<file path="config.mk">
export PLATFORM = sky130hd
export DESIGN_NAME = char_lcd_4bit_write_sequencer
export DESIGN_NICKNAME = d
export VERILOG_FILES = /design/src/rtl/lcdws_pkg.sv /design/src/rtl/lcdws_cfg.sv /design/src/rtl/lcdws_core.sv /design/src/rtl/char_lcd_4bit_write_sequencer.sv
export SDC_FILE = /design/constraint.sdc
export NUM_CORES = 1
export LEC_CHECK = 0
export BUFFER_PORTS_ARGS = -buffer_cell sky130_fd_sc_hd__buf_2
export CORE_ASPECT_RATIO = 0.75
export CORE_MARGIN = 1
export CORE_UTILIZATION = 36
export DETAILED_ROUTE_END_ITERATION = 12
export HOLD_SLACK_MARGIN = 0.02
export PLACE_DENSITY_LB_ADDON = 0.12
export SLEW_MARGIN = 10
export SYNTH_ARGS = -nofsm -noshare
export SYNTH_HDL_FRONTEND = slang
export SYNTH_SLANG_ARGS = --single-unit
</file>
<file path="constraint.sdc">
create_clock -name aclk -period 4.55 [get_ports aclk]
set_input_delay 0.455 -clock aclk [delete_from_list [all_inputs] [get_ports aclk]]
set_output_delay 0.455 -clock aclk [all_outputs]
set_load 0.005 [all_outputs]
</file>
<file path="src/rtl/lcdws_pkg.sv">
package lcdws_pkg;

    // Input operation codes.
    localparam logic [1:0] OP_TICK  = 2'd0;
    localparam logic [1:0] OP_INSTR = 2'd1;
    localparam logic [1:0] OP_DATA  = 2'd2;
    localparam logic [1:0] OP_INIT  = 2'd3;

    // Register indexes on the configuration port.
    localparam logic [1:0] REG_ENABLE_HIGH = 2'd0;
    localparam logic [1:0] REG_INSTR_GAP   = 2'd1;
    localparam logic [1:0] REG_LONG_GAP    = 2'd2;
    localparam logic [1:0] REG_POWER_UP    = 2'd3;

    // Register reset values.
    localparam logic [7:0]  ENABLE_HIGH_RST = 8'd5;
    localparam logic [9:0]  INSTR_GAP_RST   = 10'd40;
    localparam logic [15:0] LONG_GAP_RST    = 16'd1600;
    localparam logic [15:0] POWER_UP_RST    = 16'd40000;

    // Instructions that need the long gap.
    localparam logic [7:0] INSTR_CLEAR = 8'h01;
    localparam logic [7:0] INSTR_HOME  = 8'h02;

    // Power-on sequence: four single nibbles, then five instruction bytes.
    localparam logic [3:0] INIT_ITEMS     = 4'd9;
    localparam logic [3:0] INIT_NIBBLES   = 4'd4;

    typedef struct packed {
        logic [7:0]  enable_high_ticks;
        logic [9:0]  instruction_gap_ticks;
        logic [15:0] long_gap_ticks;
        logic [15:0] power_up_ticks;
    } cfg_t;

    typedef struct packed {
        logic       rejected;
        logic       busy_res;
        logic [3:0] data_pins;
        logic       select_pin;
        logic       enable_pin;
    } result_t;

    // Byte or nibble sent at each step of the power-on sequence.
    function automatic logic [7:0] init_item(input logic [3:0] idx);
        logic [7:0] item;
        begin
            case (idx)
                4'd0:    item = 8'h03;
                4'd1:    item = 8'h03;
                4'd2:    item = 8'h03;
                4'd3:    item = 8'h02;
                4'd4:    item = 8'h28;
                4'd5:    item = 8'h08;
                4'd6:    item = 8'h01;
                4'd7:    item = 8'h06;
                4'd8:    item = 8'h0C;
                default: item = 8'h00;
            endcase
            return item;
        end
    endfunction

endpackage

</file>
<file path="src/rtl/lcdws_cfg.sv">
module lcdws_cfg (
    input  logic                 aclk,
    input  logic                 aresetn,
    input  logic                 psel,
    input  logic                 penable,
    input  logic                 pwrite,
    input  logic [3:0]           paddr,
    input  logic [31:0]          pwdata,
    output logic [31:0]          prdata,
    output logic                 pready,
    output lcdws_pkg::cfg_t      cfg
);

    lcdws_pkg::cfg_t cfg_reg;
    logic            wr_en;
    logic [1:0]      reg_idx;

    assign pready  = 1'b1;
    assign wr_en   = psel && penable && pwrite;
    assign reg_idx = paddr[3:2];
    assign cfg     = cfg_reg;

    // Register writes.
    always_ff @(posedge aclk) begin
        if (!aresetn) begin
            cfg_reg.enable_high_ticks     <= lcdws_pkg::ENABLE_HIGH_RST;
            cfg_reg.instruction_gap_ticks <= lcdws_pkg::INSTR_GAP_RST;
            cfg_reg.long_gap_ticks        <= lcdws_pkg::LONG_GAP_RST;
            cfg_reg.power_up_ticks        <= lcdws_pkg::POWER_UP_RST;
        end else if (wr_en) begin
            unique case (reg_idx)
                lcdws_pkg::REG_ENABLE_HIGH: cfg_reg.enable_high_ticks <= pwdata[7:0];
                lcdws_pkg::REG_INSTR_GAP:   cfg_reg.instruction_gap_ticks <= pwdata[9:0];
                lcdws_pkg::REG_LONG_GAP:    cfg_reg.long_gap_ticks <= pwdata[15:0];
                lcdws_pkg::REG_POWER_UP:    cfg_reg.power_up_ticks <= pwdata[15:0];
                default: ;
            endcase
        end
    end

    // Read data.
    always_comb begin
        unique case (reg_idx)
            lcdws_pkg::REG_ENABLE_HIGH: prdata = {24'd0, cfg_reg.enable_high_ticks};
            lcdws_pkg::REG_INSTR_GAP:   prdata = {22'd0, cfg_reg.instruction_gap_ticks};
            lcdws_pkg::REG_LONG_GAP:    prdata = {16'd0, cfg_reg.long_gap_ticks};
            lcdws_pkg::REG_POWER_UP:    prdata = {16'd0, cfg_reg.power_up_ticks};
            default:                    prdata = 32'd0;
        endcase
    end

endmodule

</file>
<file path="src/rtl/lcdws_core.sv">
module lcdws_core (
    input  logic                 aclk,
    input  logic                 aresetn,
    input  logic                 step_en,
    input  logic [1:0]           op,
    input  logic [7:0]           value,
    input  lcdws_pkg::cfg_t      cfg,
    output lcdws_pkg::result_t   res
);

    localparam logic [2:0] PH_IDLE    = 3'd0;
    localparam logic [2:0] PH_POWER   = 3'd1;
    localparam logic [2:0] PH_EN_HIGH = 3'd2;
    localparam logic [2:0] PH_EN_LOW  = 3'd3;
    localparam logic [2:0] PH_GAP     = 3'd4;
    localparam logic [2:0] PH_LONG    = 3'd5;

    logic [2:0]  phase_reg, phase_next, phase_cur;
    logic [15:0] wait_reg, wait_next, wait_dec;
    logic [7:0]  pending_reg, pending_next;
    logic        low_next_reg, low_next_next;
    logic        long_pend_reg, long_pend_next;
    logic [3:0]  init_step_reg, init_step_next;
    logic        select_reg, select_next;
    logic        enable_reg, enable_next;
    logic [3:0]  data_reg, data_next;
    logic        rej;

    logic [15:0] ehi_ticks, gap_ticks, long_ticks, pwr_ticks;

    logic        cont_seq;
    logic        launch_init;
    logic [3:0]  launch_idx;
    logic [7:0]  launch_item;
    logic        start_byte;
    logic [7:0]  byte_val;
    logic        byte_rs;
    logic        start_nib;
    logic [3:0]  nib_val;

    // A zero timing register counts as one tick.
    assign ehi_ticks  = (cfg.enable_high_ticks == 8'd0) ? 16'd1
                        : {8'd0, cfg.enable_high_ticks};
    assign gap_ticks  = (cfg.instruction_gap_ticks == 10'd0) ? 16'd1
                        : {6'd0, cfg.instruction_gap_ticks};
    assign long_ticks = (cfg.long_gap_ticks == 16'd0) ? 16'd1 : cfg.long_gap_ticks;
    assign pwr_ticks  = (cfg.power_up_ticks == 16'd0) ? 16'd1 : cfg.power_up_ticks;

    assign phase_cur   = (phase_reg > PH_LONG) ? PH_IDLE : phase_reg;
    assign wait_dec    = wait_reg - 16'd1;
    assign launch_item = lcdws_pkg::init_item(launch_idx);

    // Next state for one word: tick handling, then sequence continuation,
    // then starting a byte, then raising EN with a nibble.
    always_comb begin
        phase_next     = phase_cur;
        wait_next      = wait_reg;
        pending_next   = pending_reg;
        low_next_next  = low_next_reg;
        long_pend_next = long_pend_reg;
        init_step_next = init_step_reg;
        select_next    = select_reg;
        enable_next    = enable_reg;
        data_next      = data_reg;
        rej            = 1'b0;
        cont_seq       = 1'b0;
        launch_init    = 1'b0;
        launch_idx     = 4'd0;
        start_byte     = 1'b0;
        byte_val       = 8'd0;
        byte_rs        = 1'b0;
        start_nib      = 1'b0;
        nib_val        = 4'd0;

        if (op == lcdws_pkg::OP_TICK) begin
            unique case (phase_cur)
                PH_POWER: begin
                    wait_next = wait_dec;
                    if (wait_dec == 16'd0) begin
                        init_step_next = 4'd1;
                        launch_init    = 1'b1;
                        launch_idx     = 4'd0;
                    end
                end
                PH_EN_HIGH: begin
                    wait_next = wait_dec;
                    if (wait_dec == 16'd0) begin
                        enable_next = 1'b0;
                        if (low_next_reg) begin
                            phase_next = PH_EN_LOW;
                        end else begin
                            wait_next  = gap_ticks;
                            phase_next = PH_GAP;
                        end
                    end
                end
                PH_EN_LOW: begin
                    low_next_next = 1'b0;
                    start_nib     = 1'b1;
                    nib_val       = pending_reg[3:0];
                end
                PH_GAP: begin
                    wait_next = wait_dec;
                    if (wait_dec == 16'd0) begin
                        if (long_pend_reg) begin
                            long_pend_next = 1'b0;
                            wait_next      = long_ticks;
                            phase_next     = PH_LONG;
                        end else begin
                            cont_seq = 1'b1;
                        end
                    end
                end
                PH_LONG: begin
                    wait_next = wait_dec;
                    if (wait_dec == 16'd0) begin
                        cont_seq = 1'b1;
                    end
                end
                default: phase_next = PH_IDLE;
            endcase
        end else if (phase_cur != PH_IDLE) begin
            rej = 1'b1;
        end else if (op == lcdws_pkg::OP_INSTR) begin
            start_byte = 1'b1;
            byte_val   = value;
            byte_rs    = 1'b0;
        end else if (op == lcdws_pkg::OP_DATA) begin
            start_byte = 1'b1;
            byte_val   = value;
            byte_rs    = 1'b1;
        end else begin
            init_step_next = 4'd0;
            select_next    = 1'b0;
            enable_next    = 1'b0;
            low_next_next  = 1'b0;
            long_pend_next = 1'b0;
            wait_next      = pwr_ticks;
            phase_next     = PH_POWER;
        end

        // Move on to the next power-on item, or go idle.
        if (cont_seq) begin
            if (init_step_reg != 4'd0 && init_step_reg < lcdws_pkg::INIT_ITEMS) begin
                init_step_next = init_step_reg + 4'd1;
                launch_init    = 1'b1;
                launch_idx     = init_step_reg;
            end else begin
                init_step_next = 4'd0;
                phase_next     = PH_IDLE;
            end
        end

        // Power-on items: single nibbles first, then whole instruction bytes.
        if (launch_init) begin
            if (launch_idx >= lcdws_pkg::INIT_ITEMS) begin
                phase_next = PH_IDLE;
            end else if (launch_idx < lcdws_pkg::INIT_NIBBLES) begin
                select_next    = 1'b0;
                low_next_next  = 1'b0;
                long_pend_next = 1'b0;
                start_nib      = 1'b1;
                nib_val        = launch_item[3:0];
            end else begin
                start_byte = 1'b1;
                byte_val   = launch_item;
                byte_rs    = 1'b0;
            end
        end

        // A byte goes out high nibble first.
        if (start_byte) begin
            pending_next   = byte_val;
            select_next    = byte_rs;
            low_next_next  = 1'b1;
            long_pend_next = !byte_rs && (byte_val == lcdws_pkg::INSTR_CLEAR ||
                                          byte_val == lcdws_pkg::INSTR_HOME);
            start_nib      = 1'b1;
            nib_val        = byte_val[7:4];
        end

        if (start_nib) begin
            data_next   = nib_val;
            enable_next = 1'b1;
            wait_next   = ehi_ticks;
            phase_next  = PH_EN_HIGH;
        end
    end

    // Pin levels after this word.
    assign res.enable_pin = enable_next;
    assign res.select_pin = select_next;
    assign res.data_pins  = data_next;
    assign res.busy_res   = (phase_next != PH_IDLE);
    assign res.rejected   = rej;

    // Sequencer state.
    always_ff @(posedge aclk) begin
        if (!aresetn) begin
            phase_reg     <= PH_IDLE;
            wait_reg      <= 16'd0;
            pending_reg   <= 8'd0;
            low_next_reg  <= 1'b0;
            long_pend_reg <= 1'b0;
            init_step_reg <= 4'd0;
            select_reg    <= 1'b0;
            enable_reg    <= 1'b0;
            data_reg      <= 4'd0;
        end else if (step_en) begin
            phase_reg     <= phase_next;
            wait_reg      <= wait_next;
            pending_reg   <= pending_next;
            low_next_reg  <= low_next_next;
            long_pend_reg <= long_pend_next;
            init_step_reg <= init_step_next;
            select_reg    <= select_next;
            enable_reg    <= enable_next;
            data_reg      <= data_next;
        end
    end

    // A dropped command leaves the sequencer busy.
    a_reject_busy: assert property (@(posedge aclk) disable iff (!aresetn)
        step_en && res.rejected |-> res.busy_res)
        else $error("rejected command reported while idle");

    // EN is high exactly while a nibble is being strobed.
    a_enable_phase: assert property (@(posedge aclk) disable iff (!aresetn)
        enable_reg == (phase_reg == PH_EN_HIGH))
        else $error("EN level does not match phase");

    // The power-on step count only runs while the sequencer is busy and never passes the item count.
    a_init_busy: assert property (@(posedge aclk) disable iff (!aresetn)
        init_step_reg != 4'd0 |-> phase_reg != PH_IDLE && init_step_reg <= lcdws_pkg::INIT_ITEMS)
        else $error("power-on step out of range");

    // Timed phases always hold a nonzero count.
    a_wait_loaded: assert property (@(posedge aclk) disable iff (!aresetn)
        (phase_reg == PH_POWER || phase_reg == PH_EN_HIGH || phase_reg == PH_GAP ||
         phase_reg == PH_LONG) |-> wait_reg != 16'd0)
        else $error("timed phase with empty counter");

endmodule

</file>
<file path="src/rtl/char_lcd_4bit_write_sequencer.sv">
// Four-bit write sequencer for a character LCD.
// Input stream (s_axis): each word is either a one-microsecond tick or a
// command (send instruction byte, send data byte, start power-on sequence).
// Result stream (m_axis): one word per input word, giving the EN, RS and
// DB7..DB4 levels after that word, a busy flag and a rejected flag that is
// set when a command arrived while the sequencer was busy.
// Timing registers (EN high time, instruction gap, long gap after clear or
// home, power-up wait) sit on the APB port at byte addresses 0, 4, 8 and 12,
// counted in ticks; a zero register acts as one tick.
// A word accepted into the input register moves through the next-state
// logic into the result register, whose word is offered on m_axis until
// it is taken. Throughput is one word per cycle while the receiver does
// not stall, as the sequencer state updates once for each word that advances.
// When the receiver stalls, the result register holds its word and the
// input register takes one more word, after which s_axis_tready drops.
// Reset clears both stages and puts the sequencer idle with all pins low
// and the timing registers at their defaults.
module char_lcd_4bit_write_sequencer (
    input  logic        aclk,
    input  logic        aresetn,
    // Input stream
    input  logic        s_axis_tvalid,
    output logic        s_axis_tready,
    input  logic [15:0] s_axis_tdata,   // [1:0] op, [9:2] value, [15:10] zero
    // Result stream
    output logic        m_axis_tvalid,
    input  logic        m_axis_tready,
    output logic [7:0]  m_axis_tdata,   // [0] enable_pin, [1] select_pin,
                                        // [5:2] data_pins, [6] busy_res, [7] rejected
    // Configuration
    input  logic        psel,
    input  logic        penable,
    input  logic        pwrite,
    input  logic [3:0]  paddr,
    input  logic [31:0] pwdata,
    output logic [31:0] prdata,
    output logic        pready
);

    logic               in_valid_reg;
    logic [1:0]         in_op_reg;
    logic [7:0]         in_value_reg;
    logic               out_valid_reg;
    lcdws_pkg::result_t out_data_reg;
    logic               in_accept;
    logic               advance;
    lcdws_pkg::cfg_t    cfg;
    lcdws_pkg::result_t res;

    assign advance       = in_valid_reg && (!out_valid_reg || m_axis_tready);
    assign s_axis_tready = !in_valid_reg || advance;
    assign in_accept     = s_axis_tvalid && s_axis_tready;

    assign m_axis_tvalid = out_valid_reg;
    assign m_axis_tdata  = out_data_reg;

    lcdws_cfg u_cfg (
        .aclk    (aclk),
        .aresetn (aresetn),
        .psel    (psel),
        .penable (penable),
        .pwrite  (pwrite),
        .paddr   (paddr),
        .pwdata  (pwdata),
        .prdata  (prdata),
        .pready  (pready),
        .cfg     (cfg)
    );

    lcdws_core u_core (
        .aclk    (aclk),
        .aresetn (aresetn),
        .step_en (advance),
        .op      (in_op_reg),
        .value   (in_value_reg),
        .cfg     (cfg),
        .res     (res)
    );

    // Input register.
    always_ff @(posedge aclk) begin
        if (!aresetn) begin
            in_valid_reg <= 1'b0;
        end else if (in_accept) begin
            in_valid_reg <= 1'b1;
        end else if (advance) begin
            in_valid_reg <= 1'b0;
        end
    end

    always_ff @(posedge aclk) begin
        if (in_accept) begin
            in_op_reg    <= s_axis_tdata[1:0];
            in_value_reg <= s_axis_tdata[9:2];
        end
    end

    // Result register.
    always_ff @(posedge aclk) begin
        if (!aresetn) begin
            out_valid_reg <= 1'b0;
        end else if (advance) begin
            out_valid_reg <= 1'b1;
        end else if (m_axis_tready) begin
            out_valid_reg <= 1'b0;
        end
    end

    always_ff @(posedge aclk) begin
        if (advance) begin
            out_data_reg <= res;
        end
    end

    // A held input word is never lost while the result side stalls.
    a_hold_input: assert property (@(posedge aclk) disable iff (!aresetn)
        in_valid_reg && !advance |=> in_valid_reg && $stable(in_op_reg) &&
        $stable(in_value_reg))
        else $error("input word lost during stall");

    // Each processed word lands in the result register.
    a_advance_out: assert property (@(posedge aclk) disable iff (!aresetn)
        advance |=> out_valid_reg)
        else $error("processed word did not reach the result register");

    // A waiting result is not overwritten.
    a_no_overwrite: assert property (@(posedge aclk) disable iff (!aresetn)
        out_valid_reg && !m_axis_tready |-> !advance)
        else $error("result overwritten while stalled");

endmodule
</file>
---- Word-level counts from Yosys, hierarchy flattened ----
Memory sizes are Yosys's and may differ from the RTL's.
Index checks and enable logic that the tools add are counted.
operators by class
  $add $sub $neg .......................... 2
  $lt $le $gt $ge ......................... 4
  equality and inequality tests ........... 21
  multiplexer cells ....................... 121
  reduce and logical (&&, ||, !) cells .... 33
operators by type and width
  kind                                                    number
  two-way mux 16 bit                                      11
  one-hot mux 32 bit (4 select lines)                     1
  two-way mux 4 bit                                       17
  two-way mux 1 bit                                       66
  two-way mux 8 bit                                       8
  zero test 16 bit                                        3
  one-hot mux 16 bit (3 select lines)                     1
  two-way mux 3 bit                                       14
  inequality test 3 x 1 -> 1 bit (second input constant)  6
  subtractor 16 x 1 -> 16 bit (second input constant)     1
  zero test 10 bit                                        1
  two-way mux 10 bit                                      1
  AND reduction 2 bit                                     5
  one-hot mux 3 bit (3 select lines)                      1
  == test 8 x 1 -> 1 bit (second input constant)          1
  == test 8 x 2 -> 1 bit (second input constant)          1
  zero test 8 bit                                         1
  == test 2 bit (second input constant)                   3
  == test 3 x 2 -> 1 bit (second input constant)          2
  == test 3 bit (second input constant)                   2
  logical AND 1 bit                                       6
  inequality test 3 x 2 -> 1 bit (second input constant)  2
  AND reduction 6 bit                                     1
  nonzero test 3 bit                                      2
  other kinds (17)                                        24
word-level totals
  bits in registers ....................... 105
  memory bits (read-only) ................. 80
  input bits .............................. 59
  output and inout bits ................... 43
  logic and storage cells ................. 204
  memories kept ........................... 1
memories
  name             depth  width  read ports  clocked after memory_dff  write ports  line             RTL
  (no name shown)  16     5      1           0                         0            lcdws_pkg.sv:48  case (idx)

---- Logic depth before layout (Yosys ltp) ----
Gate-level depths: netlist of the first run.
  depth in word-level cells ............... 14
  mapped depth ............................ 12
  gate-level depth less buffers ........... 10

---- Cells and area by module ----
Synthesis of the first run repeated with hierarchy kept, for this count alone.
unflattened totals
  cells, all modules ...................... 727
  area total of the unflattened synthesis .. 6,333.6 um2
by module, submodules not included
  module                         instances  cells an instance  area an instance (um2)  sequential area each (um2)
  lcdws_core                     1          454                3,210.6                 700.7
  lcdws_cfg                      1          246                2,478.6                 1,001.0
  char_lcd_4bit_write_sequencer  1          27                 644.4                   580.6

---- Worst setup path before layout of the first run ----
OpenSTA, ideal clock, no wires.
  kind .................................... reg-to-reg
  start point ............................. register u_core.wait_reg[2]
  end point ............................... register u_core.long_pend_reg
  setup time .............................. 92 ps
  arrival time ............................ 2,715 ps
  data required time ...................... 4,458 ps
  slack ................................... 1,743 ps
  stages on the path, launching flop included .. 9
  path buffers ............................ 0
  period minus slack after synthesis ...... 2,807 ps
  path through ............................ dfxtp_1 > nor4_4 > nand4_1 > xnor2_1 > or4_1 > a2111oi_4 > o21ai_2 > a221o_1 > o32ai_1
on the way
  word-level cells in the longest chain between the ends .. 14
  elaborated cells on any way between the ends .. 35
  classes of those cells .................. add/sub (1); order compare (2); eq/ne (2); mux (25); reduce/logical (4); memory (1)
ends and longest elaborated chain
  what                                                                               line                                                    RTL
  from (decl)                                                                        lcdws_core.sv:19                                        logic [15:0] wait_reg, wait_next, wait_dec;
  from (signal assigned)                                                             lcdws_core.sv:211                                       wait_reg <= wait_next;
  subtractor 16 x 1 -> 16 bit (*)                                                    lcdws_core.sv:50                                        assign wait_dec = wait_reg - 16'd1;
  zero test 16 bit (*)                                                               lcdws_core.sv:79, lcdws_core.sv:104, lcdws_core.sv:116
  two-way mux 1 bit (on tied branches)                                               lcdws_core.sv:79, lcdws_core.sv:116, lcdws_core.sv:104
  one-hot mux 1 bit (2 select lines)                                                 lcdws_core.sv:76                                        unique case (phase_cur)
  two-way mux 1 bit                                                                  lcdws_core.sv:75                                        if (op == lcdws_pkg::OP_TICK) begin
  two-way mux 4 bit                                                                  lcdws_core.sv:143                                       if (cont_seq) begin
  memory (16 x 5 bit) / less-than comparator 4 x 3 -> 1 bit (equally long branches)  -
  two-way mux 8 bit                                                                  lcdws_core.sv:158                                       end else if (launch_idx < lcdws_pkg::INIT_NIBBLES) begin
  two-way mux 8 bit                                                                  lcdws_core.sv:156                                       if (launch_idx >= lcdws_pkg::INIT_ITEMS) begin
  two-way mux 8 bit                                                                  lcdws_core.sv:155                                       if (launch_init) begin
  == test 8 x 1 -> 1 bit / == test 8 x 2 -> 1 bit (equally long branches)            lcdws_core.sv:176, lcdws_core.sv:177
  logical OR 1 bit                                                                   lcdws_core.sv:176                                       long_pend_next = !byte_rs && (byte_val == lcdws_pkg::INSTR_CLEAR ||
  logical AND 1 bit                                                                  lcdws_core.sv:176
  two-way mux 1 bit (*)                                                              lcdws_core.sv:172                                       if (start_byte) begin
  to (signal assigned)                                                               lcdws_core.sv:214                                       long_pend_reg <= long_pend_next;
  to (decl)                                                                          lcdws_core.sv:22                                        logic long_pend_reg, long_pend_next;
Mark *: on every way between the ends. The rest lies on a longest branch, timed or not.
A chain may end at the register's enable or synchronous reset.

---- Worst setup path after layout of the first run ----
  start point ............................. register u_core.wait_reg[2]
  end point ............................... register u_core.wait_reg[11]
on the way
  word-level cells in the longest chain between the ends .. 13
  elaborated cells on any way between the ends .. 32
  classes of those cells .................. add/sub (1); order compare (2); eq/ne (4); mux (23); reduce/logical (2)
ends and longest elaborated chain
  what                                                                                                      line
  subtractor 16 x 1 -> 16 bit (*)                                                                           lcdws_core.sv:50
  zero test 16 bit                                                                                          -
  two-way mux 1 bit (on tied branches)                                                                      lcdws_core.sv:79, lcdws_core.sv:116, lcdws_core.sv:104
  one-hot mux 1 bit (2 select lines)                                                                        lcdws_core.sv:76
  two-way mux 1 bit                                                                                         lcdws_core.sv:75
  two-way mux 4 bit                                                                                         lcdws_core.sv:143
  less-than comparator 4 x 3 -> 1 bit                                                                       lcdws_core.sv:158
  two-way mux 1 bit                                                                                         lcdws_core.sv:158
  two-way mux 1 bit                                                                                         lcdws_core.sv:156
  two-way mux 1 bit                                                                                         lcdws_core.sv:155
  two-way mux 1 bit                                                                                         lcdws_core.sv:172
  inequality test 5 x 4 -> 1 bit (no source line) / inequality test 3 x 1 -> 1 bit (equally long branches)  -
  AND reduction 5 bit (no source line)                                                                      -
Marked as above.

==> run_results.csv, run 1 <==
group,metric,value,unit
finish,drive_above_1_share,0.1523,
finish,largest_reg_flops,50,
yosys,yosysWarnings,0,
detailed_routing,num_vias,5540,
cts,postCtsHoldBufs,0,
cts,cts_buffers,9,
timing,finalHoldViolCount,0,
power_and_ir_drop,max-vdd-ir-drop,183.7,uV
die,start_util,0.3708,
yosys,synth_top_area_frac,0.2915,
detailed_routing,drt-initial-drc-count,467,
yosys,ys_top_cells_by_area,"dfxtp_1 (29%), edfxtp_1 (9.0%), nand2_1 (7.0%), a21oi_1 (4.5%), mux2i_1 (4.5%)",
yosys,synth_adder_area_share,0.01884,
worst_setup_path,slowest_stage,"or4_4",
timing,fin_crit_sh,0.7993,
timing,setup_violations,0,
cts,cts_tree,"done",
global_route,grt_pass1_wl,28810,um
finish,n_fill_cell,1603,
yosys,synth-async-reset-ratio,0,
worst_setup_path,cp.required,4790,ps
yosys,muxShareOfSynthArea,0.08103,
worst_setup_path,worstSetupPathType,"flop to flop",
die,io_pins,102,
timing,slew_headroom,0.4658,
yosys,synth-seq-cells,105,
placement,hpwl,12890,um
global_route,grt_use_total,0.2196,
timing,fin_worst_hold_slack,266.0,ps
detailed_routing,routed_wl,18080,um
timing,rsz0062_at_grt,"no",
die,die_w,150.8,um
yosys,yosysUniqueCellTypes,77,
yosys,synth_compound_area_frac,0.1876,
timing,finalMaxSlewViolations,0,
timing,fmax,274.9,MHz
yosys,synth.most_common_cell,"nand2_1",
worst_setup_path,critPathMaxFanout,19,
detailed_routing,drt-pass1-iter-count,5,
cts,cts_setup_buffers,0,
finish,syn_to_final_growth,10.72,%
detailed_routing,drtAntennaViolNets,0,
timing,fin_skew,12.64,ps
worst_setup_path,endpoint,"u_core.wait_reg[11]",
yosys,synth_edf_count,18,
worst_setup_path,worstSetupStartpointType,"flop",
die,core_area,16120,sq um
yosys,synth_flop_cell,"dfxtp_1",
cts,h-tree-depth,3,
yosys,syn_inst,703,
placement,port_buffers,60,
global_route,grt_max_degree,54,
die,die_h,113.6,um
yosys,synth_seq_area_share,0.3819,
worst_setup_path,r2r_start,"u_core.wait_reg[2]",
timing,setup_tns,0,ps
finish,post-route-cell-area,6616,sq um
detailed_routing,drcViolationCount,0,
worst_setup_path,setup.worst_path.start,"u_core.wait_reg[2]",
cts,cts_max_path_buffers,2,
finish,num_antenna_cells,0,
yosys,synth_top_area_cell,"dfxtp_1",
worst_setup_path,r2r-end,"u_core.wait_reg[11]",
worst_setup_path,r2r_cells,8,
timing,fin_crit,3637,ps
detailed_routing,wire_per_inst,19.00,um
worst_setup_path,path_cells,"or4_4 > o21ai_0 > nand4b_1 > o21a_2 > o31a_1 > a21oi_4 > nor2_1 > a22o_1",
flow_run,drv_cap,0,
cts,clk_pin_slew,70,ps
worst_setup_path,r2r_setup_slack,910,ps
yosys,synth_simple_gate_area_frac,0.2513,
worst_hold_path,min_path_type,"primary input to flop",
die,row_count,40,
yosys,ys_top_cells_by_count,"nand2_1 (112), dfxtp_1 (87), nor2_1 (57)",
cts,cts_root_buf,"clkbuf_16",
cts,clk-insertion-delay-late,360,ps
power_and_ir_drop,power_density,330.2,nW/um^2
cts,cts.sinks,105,
placement,place.gp.congestion,0.8869,
yosys,synth_top_family_by_area,"simple AND/OR/NAND/NOR gates",
run_status,status,"complete, no violations",
global_route,grt-ovfl-total,0,
global_route,grt_pass1_vias,5082,
worst_setup_path,crit_path_max_incr_delay,610,ps
yosys,syn_area,5976,sq um
placement,place_area,6330,sq um
detailed_routing,routed_via_density,5.819,
yosys,syn-mean-instance-area,8.500,sq um
die,die-area,17120,sq um
power_and_ir_drop,totalPowerFinal,2185,uW
power_and_ir_drop,p_leak,0.002434,uW
global_route,antenna_found_initial,0,
finish,final_nets,805,
timing,tightestPinTransition,794.7,ps
worst_setup_path,cp-end-kind,"flop",
worst_setup_path,arrival,3880,ps
cts,cts-resized-gates,0,
yosys,synth_xor_area_frac,0.01612,
## placed cells by master (no fill, tap or decap), drive strengths merged, types with 6 or more instances in the layout
cell and n:
nor4 21, nor2b 16, nand4 8, or4 6, nand2 113, and3 7
and2 7, a22o 11, o31ai 6, mux2i 27, nand2b 8, dfxtp 87
ha 9, edfxtp 18, clkbuf 12, xnor2 6, nand3 23, mux4 8
a31oi 11, conb 17, inv 22, o21ai 25, a21oi 55, nor2 57
buf 64, nor3 14
## report_power, final
| group | internal (uW) | switching, uW | leakage [uW] |
|---|---|---|---|
| logic | 145 | 235 | 0.00141 |
| registers | 978 | 36.5 | 0.000878 |
| clock network | 430 | 360 | 0.000141 |
| total | 1550 | 632 | 0.00243 |
## per-stage QoR
stage               setup WS, ps  instances    util
floorplan                   1743        718       -
global route               682.2        952  0.4106
global placement            1053        936  0.3928
CTS                        968.2        952  0.4106
detailed placement         964.4        936  0.3928
finish                     913.0        952  0.4106
## layer usage
metal	share of wire	wire, um	GRT usage
met3	0.061	1102	0.04280
met1	0.51	9239	0.3401
met2	0.42	7545	0.3052
met4	0.011	196	0.05600
met5	0	0	0
## layout make-up
type                    count  area (sq um)  area share
clock buffers              12         236.5     0.03574
clock inverters             4         50.05    0.007564
inverters                  20         75.07     0.01135
multi-input cells         537          3379      0.5108
flip-flops and latches    105          2282      0.3449
well taps                 210         262.8     0.03971
repair buffers             64         330.3     0.04992
## cells by family (layout without fill, tap and decap cells)
kind of cell	Yosys count	count (layout)
AO/OA/AOI/OAI	163	163
AND/OR/NAND/NOR	299	299
multiplexers	38	38
flip-flops	105	105
XOR/XNOR	11	11
buffers and inverters	76	100
adder cells (fa/ha/maj)	9	9
other	2	17
## critical path: cells and delay by family (launching register included)
| family | cells | cell delay (ps) |
|---|---|---|
| DFF | 1 | 400 |
| and+or+nand+nor | 3 | 1030 |
| AOI/OAI and AO/OA | 5 | 2070 |
## worst min-delay path by stage
stage                            endpoint  slack, ps                  start  cells past startpoint
floorplan           u_core.pending_reg[3]        430  u_core.pending_reg[3]                      2
global placement        u_core.select_reg        460      u_core.select_reg                      2
detailed placement  u_core.pending_reg[3]        460  u_core.pending_reg[3]                      2
CTS                       in_value_reg[7]        260        s_axis_tdata[9]                      1
global route              in_value_reg[6]        250        s_axis_tdata[8]                      1
finish                    in_value_reg[7]        270        s_axis_tdata[9]                      1
No activity file was read; power rests on OpenSTA's default activity.
==> run 2: changes to the inputs <==
==> constraint.sdc (replaced) <==
create_clock -name aclk -period 3.3 [get_ports aclk]
set_input_delay 0.33 -clock aclk [delete_from_list [all_inputs] [get_ports aclk]]
set_output_delay 0.33 -clock aclk [all_outputs]
set_load 0.005 [all_outputs]
==> run_results.csv, run 2 (same netlist as run 1, synthesis figures left out) <==
group,metric,value,unit
run_status,status,"complete, no violations",
timing,rsz0062_at_grt,"no",
worst_setup_path,r2r_setup_slack,210,ps
power_and_ir_drop,internal-power,2115,uW
finish,post-route-cell-area,6805,sq um
worst_setup_path,r2r_start,"u_core.wait_reg[2]",
timing,fin_crit,3088,ps
worst_setup_path,critPathMaxFanout,13,
finish,final_nets,828,
finish,postLayoutCoreUtil,0.4223,
die,core_area,16120,sq um
worst_setup_path,slowest_stage,"or4_4",
global_route,grt_max_degree,32,
detailed_routing,routed_via_density,5.636,
global_route,grt_use_total,0.2230,
power_and_ir_drop,max-vdd-ir-drop,217.9,uV
finish,final_cell_mix,"nand2_1 (112), dfxtp_1 (87), buf_2 (60)",
global_route,grt_pass1_vias,5144,
cts,cts_buffers,9,
worst_setup_path,crit_path_max_incr_delay,610,ps
timing,fin_skew,10.52,ps
worst_hold_path,min_path_cells,1,
power_and_ir_drop,power_density,439.8,nW/um^2
cts,clk-insertion-delay-late,360,ps
worst_setup_path,cp.required,3570,ps
detailed_routing,met3_length,1163,um
timing,slew_headroom,0.4535,
cts,cts_tree,"done",
finish,drive_above_1_share,0.1791,
die,die_h,113.6,um
power_and_ir_drop,comb_power_share,0.187,
timing,fin_worst_hold_slack,145.7,ps
worst_setup_path,path_cells,"or4_4 > nor4b_2 > a41oi_1 > o21a_2 > buf_4 > a2111oi_4 > o21ai_2 > a221o_1 > o32ai_1",
finish,largest_reg_flops,50,
worst_hold_path,min_to,"in_value_reg[2]",
worst_setup_path,r2r_cells,9,
power_and_ir_drop,clkPwrFrac,0.345,
detailed_routing,wire_per_inst,18.72,um
global_route,grt_pass1_wl,28960,um
worst_setup_path,arrival,3360,ps
timing,fin_crit_sh,0.9359,
power_and_ir_drop,netSwitchingFraction,0.2934,
cts,cts_max_path_buffers,2,
global_route,antenna_found_initial,0,
detailed_routing,wl_met2,7604,um
worst_hold_path,hp-start,"s_axis_tdata[4]",
finish,num_antenna_cells,0,
timing,fmax,323.8,MHz
timing,setup_tns,0,ps
cts,cts.sinks,105,
die,io_pins,102,
timing,finalHoldViolCount,0,
worst_setup_path,setup.worst_path.start,"u_core.wait_reg[2]",
placement,hpwl,13390,um
cts,cts_setup_buffers,0,
cts,h-tree-depth,3,
detailed_routing,drcViolationCount,0,
placement,port_buffers,60,
finish,final_common_cell,"nand2_1",
cts,clk_pin_slew,70,ps
placement,place_ws,180.8,ps
worst_hold_path,min_path_type,"primary input to flop",
die,start_util,0.3708,
global_route,grt-ovfl-total,0,
detailed_routing,num_vias,5495,
die,die-area,17120,sq um
worst_setup_path,cp-end-kind,"flop",
flow_run,drv_cap,0,
placement,place.gp.congestion,0.8895,
placement,place_area,6515,sq um
timing,tightestPinTransition,817.5,ps
worst_setup_path,worstSetupPathType,"flop to flop",
finish,syn_to_final_growth,13.88,%
power_and_ir_drop,p_leak,0.002540,uW
detailed_routing,top_layer,"met4",
detailed_routing,drt-met1-wl,9315,um
worst_setup_path,worstSetupStartpointType,"flop",
timing,final.setup.worst_slack,211.6,ps
detailed_routing,routed_wl,18250,um
detailed_routing,drtAntennaViolNets,0,
timing,setup_violations,0,
cts,cts_root_buf,"clkbuf_16",
die,row_count,40,
detailed_routing,drt-initial-drc-count,586,
worst_setup_path,r2r-end,"u_core.long_pend_reg",
power_and_ir_drop,power_frac_seq,0.467,
timing,finalMaxSlewViolations,0,
die,die_w,150.8,um
detailed_routing,drt-pass1-iter-count,5,
power_and_ir_drop,p_sw,878.2,uW
-- run 2: power groups by stage --
stage               clock network (uW)  registers (uW)  logic, uW
finish                            1030            1400        561
floorplan                            0            1400        403
global placement                     0            1430        541
detailed placement                   0            1430        549
CTS                               1060            1400        551
global route                      1110            1400        617
-- run 2: timing repair --
| action | 4_1_cts | 5_1_grt |
|---|---|---|
| hold buffers | 0 | 0 |
| resized for setup | 0 | 4 |
| endpoints found under the setup margin | 0 | 2 |
-- run 2: area by class of cell --
| type | count | area (sq um) |
|---|---|---|
| fillers | 1646 | 9310 |
| flip-flops and latches | 105 | 2282 |
| inverters | 20 | 75.07 |
| clock inverters | 3 | 25.02 |
| clock buffers | 13 | 250.2 |
| well taps | 210 | 262.8 |
| repair buffers | 87 | 515.5 |
| multi-input cells | 537 | 3395 |
-- run 2: worst max-delay path: cells and delay by family (launching register included) --
family | cells | cell delay [ps]
AOI/OAI and AO/OA | 6 | 1490
and+or+nand+nor | 2 | 910
DFF | 1 | 390
buffers and inverters | 1 | 210
-- run 2: worst max path at each step --
stage,endpoint,slack [ps],cells past startpoint
4_1_cts,m_axis_tdata[6],170,9
3_3_place_gp,m_axis_tdata[6],290,9
5_1_grt,u_core.long_pend_reg,20,11
6_report,u_core.long_pend_reg,210,9
3_5_place_dp,m_axis_tdata[6],180,9
2_1_floorplan,u_core.long_pend_reg,490,8
-- run 2: stage by stage --
step / total power (uW) / instances
2_1_floorplan: 1807 / 718
3_5_place_dp: 1975 / 959
6_report: 2993 / 975
5_1_grt: 3131 / 975
4_1_cts: 3006 / 975
3_3_place_gp: 1966 / 959
-- run 2: layer usage --
layer	vias to the layer above	global-route usage
met5	-	0
met4	0	0.05267
met3	11	0.04800
met2	192	0.3128
met1	2645	0.3418
li1	2647	-
==> run 3: changes to the inputs <==
--- a/config.mk
+++ b/config.mk
@@ -8,7 +8,7 @@
 export BUFFER_PORTS_ARGS = -buffer_cell sky130_fd_sc_hd__buf_2
 export CORE_ASPECT_RATIO = 0.75
 export CORE_MARGIN = 1
-export CORE_UTILIZATION = 36
+export CORE_UTILIZATION = 25
 export DETAILED_ROUTE_END_ITERATION = 12
 export HOLD_SLACK_MARGIN = 0.02
 export PLACE_DENSITY_LB_ADDON = 0.12
==> run_results.csv, run 3 (same netlist as run 1, synthesis figures left out) <==
group,metric,value,unit
power_and_ir_drop,clkPwrFrac,0.361,
timing,fin_crit_sh,0.9502,
cts,cts_max_path_buffers,2,
die,io_pins,102,
worst_hold_path,min_path_type,"primary input to flop",
global_route,antenna_found_initial,0,
worst_setup_path,crit_top_cell,"buf_4",
timing,finalHoldViolCount,0,
die,row_count,48,
timing,fin_worst_hold_slack,139.2,ps
worst_setup_path,worstSetupPathType,"flop to flop",
cts,cts_tree,"done",
worst_setup_path,arrival,3210,ps
global_route,grt_use_total,0.1655,
timing,slew_headroom,0.4549,
placement,place.gp.congestion,0.8534,
detailed_routing,wire_per_inst,18.80,um
cts,clk-insertion-delay-late,360,ps
power_and_ir_drop,power_frac_seq,0.452,
cts,cts.sinks,105,
global_route,grt_pass1_vias,5170,
power_and_ir_drop,internal-power,2137,uW
timing,tightestPinTransition,815.3,ps
power_and_ir_drop,totalPowerFinal,3089,uW
worst_setup_path,slowest_stage,"or4_4",
power_and_ir_drop,power_density,443.0,nW/um^2
finish,syn_to_final_growth,16.69,%
finish,largest_reg_flops,50,
worst_setup_path,crit_buf_inv,2,
die,die-area,24530,sq um
cts,cts_buffers,9,
cts,postCtsHoldBufs,0,
worst_setup_path,worstSetupStartpointType,"flop",
detailed_routing,drt-pass1-iter-count,5,
worst_setup_path,cp-end-kind,"flop",
finish,drive_above_1_share,0.1909,
cts,h-tree-depth,3,
placement,port_buffers,60,
placement,hpwl,14710,um
global_route,grt-ovfl-total,0,
detailed_routing,routed_wl,20110,um
die,die_w,180.5,um
timing,fin_crit,3136,ps
finish,final_nets,833,
die,die_h,135.9,um
finish,final_cell_mix,"nand2_1 (112), dfxtp_1 (87), buf_2 (60)",
timing,fin_skew,7.221,ps
detailed_routing,num_vias,5582,
global_route,grt_max_degree,39,
power_and_ir_drop,p_sw,952.8,uW
die,core_area,23240,sq um
timing,setup_violations,0,
worst_setup_path,crit_path_max_incr_delay,590,ps
run_status,status,"complete, no violations",
power_and_ir_drop,netSwitchingFraction,0.3084,
power_and_ir_drop,comb_power_share,0.187,
finish,final_common_cell,"nand2_1",
detailed_routing,drtAntennaViolNets,0,
timing,rsz0062_at_grt,"no",
flow_run,drv_cap,0,
detailed_routing,routed_via_density,5.217,
finish,num_antenna_cells,0,
worst_setup_path,path_cells,"or4_4 > o21ai_0 > nand4b_1 > o21a_2 > buf_4 > nor4_2 > buf_4 > nand2_1 > a21boi_0 > nand3_1",
power_and_ir_drop,p_leak,0.002587,uW
timing,setup_tns,0,ps
detailed_routing,drcViolationCount,0,
power_and_ir_drop,max-vdd-ir-drop,260.6,uV
die,start_util,0.2571,
cts,cts_root_buf,"clkbuf_16",
timing,finalMaxSlewViolations,0,
worst_setup_path,cp_top_family,"simple AND/OR/NAND/NOR gates",
timing,fmax,318.9,MHz
worst_setup_path,cp.required,3370,ps
detailed_routing,drt-initial-drc-count,480,
cts,clk_pin_slew,80,ps
global_route,grt_pass1_wl,30930,um
worst_setup_path,critPathMaxFanout,13,
## run 3: timing repair
action | 4_1_cts | 5_1_grt
resized for setup | 0 | 3
setup buffers | 0 | 0
setup endpoints to repair | 0 | 6
## run 3: power by group through the flow
| stage | Sequential, uW | Combinational, uW | Clock [uW] |
|---|---|---|---|
| 2_1_floorplan | 1400 | 403 | 0 |
| 3_3_place_gp | 1420 | 566 | 0 |
| 3_5_place_dp | 1430 | 569 | 0 |
| 4_1_cts | 1400 | 573 | 1150 |
| 5_1_grt | 1400 | 633 | 1190 |
| 6_report | 1400 | 577 | 1120 |
## run 3: layer usage
layer | routed length, um | global-route usage | part of all wire
met5 | 0 | 0 | 0
met4 | 212 | 0.04321 | 0.011
met3 | 925 | 0.02384 | 0.046
met2 | 8548 | 0.2416 | 0.42
met1 | 10430 | 0.2505 | 0.52
## run 3: final timing paths
path	cells past startpoint	slack, ps	from	end
setup reg to reg	10	160	u_core.wait_reg[3]	m_axis_tdata[6]
hold / removal	1	140	s_axis_tdata[5]	in_value_reg[3]
hold reg to reg	2	460	u_core.pending_reg[3]	u_core.pending_reg[3]
setup / recovery	10	160	u_core.wait_reg[3]	m_axis_tdata[6]
## run 3: per-stage QoR
stage	area [sq um]	setup slack, ps	utilization	cells
5_1_grt	6973	6.526	0.3000	1070
2_1_floorplan	6032	492.9	-	718
4_1_cts	6962	121.0	0.2995	1070
3_5_place_dp	6665	159.5	0.2868	1054
3_3_place_gp	6665	180.4	0.2868	1054
6_report	6973	164.4	0.3000	1070
## run 3: cell type report
| type | instances | area [sq um] |
|---|---|---|
| clock buffers | 10 | 239.0 |
| flip-flops and latches | 105 | 2282 |
| clock inverters | 6 | 57.56 |
| well taps | 300 | 375.4 |
| multi-input cells | 537 | 3391 |
| inverters | 20 | 75.07 |
| fillers | 2469 | 16270 |
| repair buffers | 92 | 553.0 |
